### config.mk
export PLATFORM = sky130hd
export DESIGN_NAME = sid_back
export DESIGN_NICKNAME = d
export VERILOG_FILES = /design/src/sv/sid_pkg.sv /design/src/sv/sid_back.sv
export SDC_FILE = /design/constraint.sdc
export NUM_CORES = 1
export LEC_CHECK = 0
export BUFFER_PORTS_ARGS = -buffer_cell sky130_fd_sc_hd__buf_2
export CORE_ASPECT_RATIO = 0.75
export CORE_UTILIZATION = 56
export CTS_CLUSTER_SIZE = 16
export DETAILED_ROUTE_END_ITERATION = 10
export PLACE_DENSITY = 0.78
export SLEW_MARGIN = 20
export SYNTH_ARGS = -nofsm -noshare
export SYNTH_HDL_FRONTEND = slang
export SYNTH_SLANG_ARGS = --single-unit
### constraint.sdc
create_clock -name clk_i -period 4.6 [get_ports clk_i]
set_input_delay 0.92 -clock clk_i [delete_from_list [all_inputs] [get_ports clk_i]]
set_output_delay 0.92 -clock clk_i [all_outputs]
set_load 0.01 [all_outputs]
### src/sv/sid_pkg.sv
// Package for the segment intersection pipeline: default widths, register reset,
// and the lexicographic compare and Q.16 saturation helpers.
// No dependencies.
`default_nettype none

package sid_pkg;

  localparam int CoordBitsDef = 16;
  localparam int FracBitsDef  = 16;
  localparam int ThrW         = 16;
  localparam logic [ThrW-1:0] ThrReset = 16'd1;
  localparam int PointW       = 32;
  localparam int WideW        = 64;
  localparam int ClampExp     = 62;

  localparam logic signed [WideW-1:0] PtMax = 64'sd2147483647;
  localparam logic signed [WideW-1:0] PtMin = -64'sd2147483648;

  // u < v, x first and then y
  function automatic logic lex_lt(input logic signed [WideW-1:0] ux,
                                  input logic signed [WideW-1:0] uy,
                                  input logic signed [WideW-1:0] vx,
                                  input logic signed [WideW-1:0] vy);
    return (ux < vx) || ((ux == vx) && (uy < vy));
  endfunction

  function automatic logic [PointW-1:0] sat_pt(input logic signed [WideW-1:0] v);
    logic signed [WideW-1:0] r;
    r = v;
    if (v > PtMax) r = PtMax;
    if (v < PtMin) r = PtMin;
    return r[PointW-1:0];
  endfunction

endpackage

`default_nettype wire

### src/sv/sid_back.sv
// Back stages of the segment intersection pipeline: signed offset with clamp,
// point sum, range tests, result select and saturation into the output register.
// Depends on sid_pkg.
`default_nettype none

module sid_back import sid_pkg::*; #(
  parameter int COORD_BITS = CoordBitsDef,
  parameter int FRAC_BITS  = FracBitsDef
) (
  input  wire logic                                          clk_i,
  input  wire logic                                          rst_ni,
  input  wire logic                                          en_i,
  input  wire logic                                          valid_i,
  input  wire logic [4*COORD_BITS+1+FRAC_BITS-1-COORD_BITS:0] qx_i,
  input  wire logic [4*COORD_BITS+1+FRAC_BITS-1-COORD_BITS:0] qy_i,
  input  wire logic [12*COORD_BITS+3:0]                      side_i,
  output logic                                               valid_o,
  output logic                                               hit_o,
  output logic                                               col_o,
  output logic [PointW-1:0]                                  px_o,
  output logic [PointW-1:0]                                  py_o
);

  localparam int C  = COORD_BITS;
  localparam int QW = 3*C + 1 + FRAC_BITS;
  localparam int SW = 12*C + 4;
  localparam int EW = (QW > ClampExp + 1) ? QW : ClampExp + 1;
  localparam logic [EW-1:0] ClampE = EW'(1) << ClampExp;

  logic                negx, negy, par, phit;
  logic signed [C-1:0] cf [12];

  assign negx = side_i[SW-1];
  assign negy = side_i[SW-2];
  assign par  = side_i[SW-3];
  assign phit = side_i[SW-4];
  for (genvar k = 0; k < 12; k++) begin : g_unpack
    assign cf[k] = $signed(side_i[12*C-1-k*C -: C]);
  end

  logic [EW-1:0]            qxe, qye;
  logic [ClampExp:0]        magx, magy;
  logic signed [WideW-1:0]  offx, offy, sax, say;

  assign qxe  = EW'(qx_i);
  assign qye  = EW'(qy_i);
  assign magx = (qxe > ClampE) ? ClampE[ClampExp:0] : qxe[ClampExp:0];
  assign magy = (qye > ClampE) ? ClampE[ClampExp:0] : qye[ClampExp:0];
  assign offx = negx ? -$signed(WideW'(magx)) : $signed(WideW'(magx));
  assign offy = negy ? -$signed(WideW'(magy)) : $signed(WideW'(magy));
  assign sax  = WideW'(cf[2]) <<< FRAC_BITS;
  assign say  = WideW'(cf[3]) <<< FRAC_BITS;

  // stage 1: point
  logic                    v1_q, par1_q, phit1_q;
  logic signed [WideW-1:0] qx1_q, qy1_q;
  logic signed [C-1:0]     pt1_q [10];

  always_ff @(posedge clk_i or negedge rst_ni) begin
    if (!rst_ni) begin
      v1_q <= 1'b0;
    end else if (en_i) begin
      v1_q <= valid_i;
    end
  end

  always_ff @(posedge clk_i) begin
    if (en_i) begin
      qx1_q   <= sax + offx;
      qy1_q   <= say + offy;
      par1_q  <= par;
      phit1_q <= phit;
      pt1_q[0] <= cf[0];
      pt1_q[1] <= cf[1];
      for (int k = 2; k < 10; k++) begin
        pt1_q[k] <= cf[k+2];
      end
    end
  end

  // stage 2: range tests and result
  logic signed [WideW-1:0] sp [10];
  logic                    qhit, hit;
  logic signed [WideW-1:0] rx, ry;

  for (genvar k = 0; k < 10; k++) begin : g_scale
    assign sp[k] = WideW'(pt1_q[k]) <<< FRAC_BITS;
  end

  assign qhit = !lex_lt(qx1_q, qy1_q, sp[2], sp[3])
             && !lex_lt(sp[4], sp[5], qx1_q, qy1_q)
             && !lex_lt(qx1_q, qy1_q, sp[6], sp[7])
             && !lex_lt(sp[8], sp[9], qx1_q, qy1_q);
  assign hit  = par1_q ? phit1_q : qhit;
  assign rx   = par1_q ? sp[0] : qx1_q;
  assign ry   = par1_q ? sp[1] : qy1_q;

  always_ff @(posedge clk_i or negedge rst_ni) begin
    if (!rst_ni) begin
      valid_o <= 1'b0;
    end else if (en_i) begin
      valid_o <= v1_q;
    end
  end

  always_ff @(posedge clk_i) begin
    if (en_i) begin
      hit_o <= hit;
      col_o <= par1_q & phit1_q;
      px_o  <= hit ? sat_pt(rx) : '0;
      py_o  <= hit ? sat_pt(ry) : '0;
    end
  end

endmodule

`default_nettype wire

==> impl_results.md <==
* Post-route cell area at 41500 um^2
* Worst-path fanout max at 4
* Most frequent cell after synthesis: ha_1
* Die ar. at 54000 um^2
* Port-buffer cells at a little under 400
* Most frequent CP cell: or3_4
* Total gr overflow at 0
* RSZ-0062 raised after global routing: true
* Max-cap viol count at 0
* Clock sinks at 358
* Family with the most delay on the worst path: compound AO/OA/AOI/OAI gates
* Minimum clock period at ~6000 ps
* Top-area cell type share of the netlist area at 0.359
* Clock root buffer: clkbuf_16
* IO Count at 397
* CP max stage delay at around 430 ps
* Filler instances at roughly 3200
* CTS max path bufs at 3
* Post-layout nets at 5013
* Core area at around 52000 um^2
* Row count at 72
* Final Hold Viols at 0
* Area Overhead vs Synth at 39.4%
* Vias in the first global route at around 30000
* Type of the most critical hold path: in2async
* Tcrit/Tclk final at 1.30
* DR vias/cell at about 6.3
* Pwr Density at around 270 nW/um^2
* PnR worst setup slack at -1380 ps
* Yosys warning count at 0
* Via Count at 30841
* Ys async rst share at 0.00559
* Final Core Density at 0.798
* Mapped Nets at 3932
* Startpoint Class: input port
* CP Data Arrival Time at 6270 ps
* Measured slew at the worst slew-check pin at between 1000 and 1500 ps
* First-pass GRT wire length at 161000 um
* Total routed wirelength at 110000 um
* Run status: complete, but fails checks
* LEAKAGE at 19.4 nW
* Maximum clock rate at approximately 170 MHz
* Dpl hpwl at between 80000 and 90000 um
* Drt pass-1 iters at 6
* Yosys reg bits at 358
* Area leader, netlist: edfxtp_1
* Netlist cell types at 78
* Endpoints failing setup at 85
* WP data required at 4890 ps
* Insertion delay to the later sink of the worst-skew pair at 580 ps
* Overall routing resource usage at 0.379
* Wire per inst at 22.4 um
* Sequential share of the synthesized area at 0.361
* Slew headroom at 0.280
* CTS Buf Count at 37
* VDD IR max at ~0.00032 V
* Initial Util at 0.572
* Placed Area at 37300 um^2
* Post-synth top flop: edfxtp_1
* Largest net degree at the start of global routing at between 100 and 150
* Pins over their slew limit at 0
* ANT nets after route at 0
* Crit path kind: in2reg
* GPL Wtd Cong at ~1
* Iter 0 DRT Violations at roughly 3200
* CP bufs+invs at 4
* Mapped Cells at 3100
* Mapped Area at 29700 um^2
* H-tree level count at 2
* Clock Skew at between 30 and 40 ps
* Slowest cell on crit path: or4_4
* EDFF count, synth at around 360
* CTS tree: yes
* Synth top area cells: edfxtp_1 36%, ha_1 21%, a21oi_1 5.0%
* Failing checks: negative setup slack
* DR DRC count at 0
* Clk pin slew, worst setup/hold paths at around 60 ps
* Initial antenna violation count at 4
* DP Cell Count at 4727
* Die H at 202 um
* Post-synthesis area per instance at 9.59 um^2
* Final non-filler cell total at 4917
* Layout cell share with drive strength beyond 1 at 0.357
* List of most frequent post-synthesis cells: 500 x ha_1, 356 x edfxtp_1, 299 x a21oi_1, 268 x nand2_1, 190 x inv_1
* CP Capture Type: flip-flop
* Die X-Extent at 268 um
==> sequential cells by signal, indices dropped and copies added (netlist names) <==
register and count:
phit1_q 1, pt1_q 160, par1_q 1, hit_o 1, qy1_q 64, valid_o 1, py_o 32, col_o 1
px_o 32, v1_q 1, qx1_q 64
==> layout make-up <==
type,instances,area [um^2],share of cell area
clock buffer,42,966,0.0233
tap,703,880,0.0212
antenna,5,12.5,0.000302
clock inverter,25,264,0.00637
inverter,190,721,0.0174
multi-input combinational,2479,20100,0.485
timing repair buffer,1115,7790,0.188
sequential,358,10700,0.259
==> routing by layer <==
layer | routed length [um] | part of all wire | GRT usage
met3 | 10500 | 0.096 | 0.0548
met4 | 4450 | 0.040 | 0.141
met5 | 0 | 0 | 0
met1 | 46300 | 0.42 | 0.537
met2 | 48800 | 0.44 | 0.587
==> stage by stage <==
stage	hold WS, ps	TNS [ps]	power, mW	setup WS [ps]
2_1_floorplan	475	-108460	6.19	-1830
3_3_place_gp	484	-123870	7.53	-1940
3_5_place_dp	494	-133250	7.79	-2050
4_1_cts	97.1	-53930	11.0	-1070
5_1_grt	102	-81410	11.8	-1490
6_report	114	-73830	11.4	-1380
==> kinds of logic (layout without fill, tap and decap cells) <==
| family | count (synthesis) | count (layout) | synth area share |
|---|---|---|---|
| muxes | 18 | 18 | 0.00614 |
| DFF | 358 | 358 | 0.361 |
| xor gates and xnor gates | 164 | 164 | 0.0483 |
| AOI/OAI and AO/OA | 867 | 867 | 0.183 |
| buffers and inverters | 263 | 1372 | 0.0334 |
| and+or+nand+nor | 928 | 928 | 0.156 |
| other | 0 | 5 | 0 |
| adders and majority gates | 502 | 502 | 0.212 |
==> report_power, final <==
part | internal [mW] | total, mW | switching (mW)
Clock | 1.75 | 3.11 | 1.35
Combinational | 1.75 | 3.91 | 2.16
Sequential | 3.97 | 4.34 | 0.365
Total | 7.48 | 11.4 | 3.87
==> worst reg2reg max path, delay by kind of cell (launching register included) <==
kind / cells / cell delay, ps
AO/OA/AOI/OAI: 4 / 1270
flip-flops: 1 / 390
buffers and inverters: 4 / 1320
adder cells (fa/ha/maj): 1 / 280
AND/OR/NAND/NOR: 6 / 940
==> cell usage in the layout (no fill, tap or decap), drive strengths merged, types with 11 or more instances in the layout <==
master / n
buf: 1115
ha: 500
edfxtp: 356
a21oi: 299
nand2: 268
inv: 191
o21ai: 188
nor2: 182
a21o: 100
xor2: 100
nand4: 97
nand3: 78
nor3: 73
xnor2: 64
nor4: 56
clkbuf: 42
a211oi: 41
o31ai: 29
or3: 27
and3: 24
o21a: 22
nor2b: 21
or2: 20
a31oi: 20
o21bai: 19
nand2b: 18
clkinv: 18
o211ai: 16
mux2i: 16
or4: 16
o41ai: 14
a311oi: 13
nor3b: 11
and4: 11
a221oi: 11
==> worst paths after layout <==
path	from	to	slack (ps)	cells past startpoint
hold / removal	rst_ni	v1_q$_DFFE_PN0P_	110	1
hold reg to reg	v1_q$_DFFE_PN0P_	v1_q$_DFFE_PN0P_	510	1
setup reg to reg	pt1_q[6][15]$_DFFE_PP_	py_o[5]$_SDFFCE_PP0P_	110	15
max in group asynchronous	rst_ni	valid_o$_DFFE_PN0P_	4390	1
min in group clk_i	v1_q$_DFFE_PN0P_	v1_q$_DFFE_PN0P_	510	1
setup / recovery	qx_i[53]	qx1_q[56]$_DFFE_PP_	-1380	27
==> timing repair <==
item                                   4_1_cts  5_1_grt
gates resized for setup                    251      174
pin swaps                                  178      132
setup buffers                               93       81
setup endpoints to repair                   88       86
endpoints found under the hold margin        0        0
hold buffers                                 0        0
No activity file was read; power rests on OpenSTA's default activity.
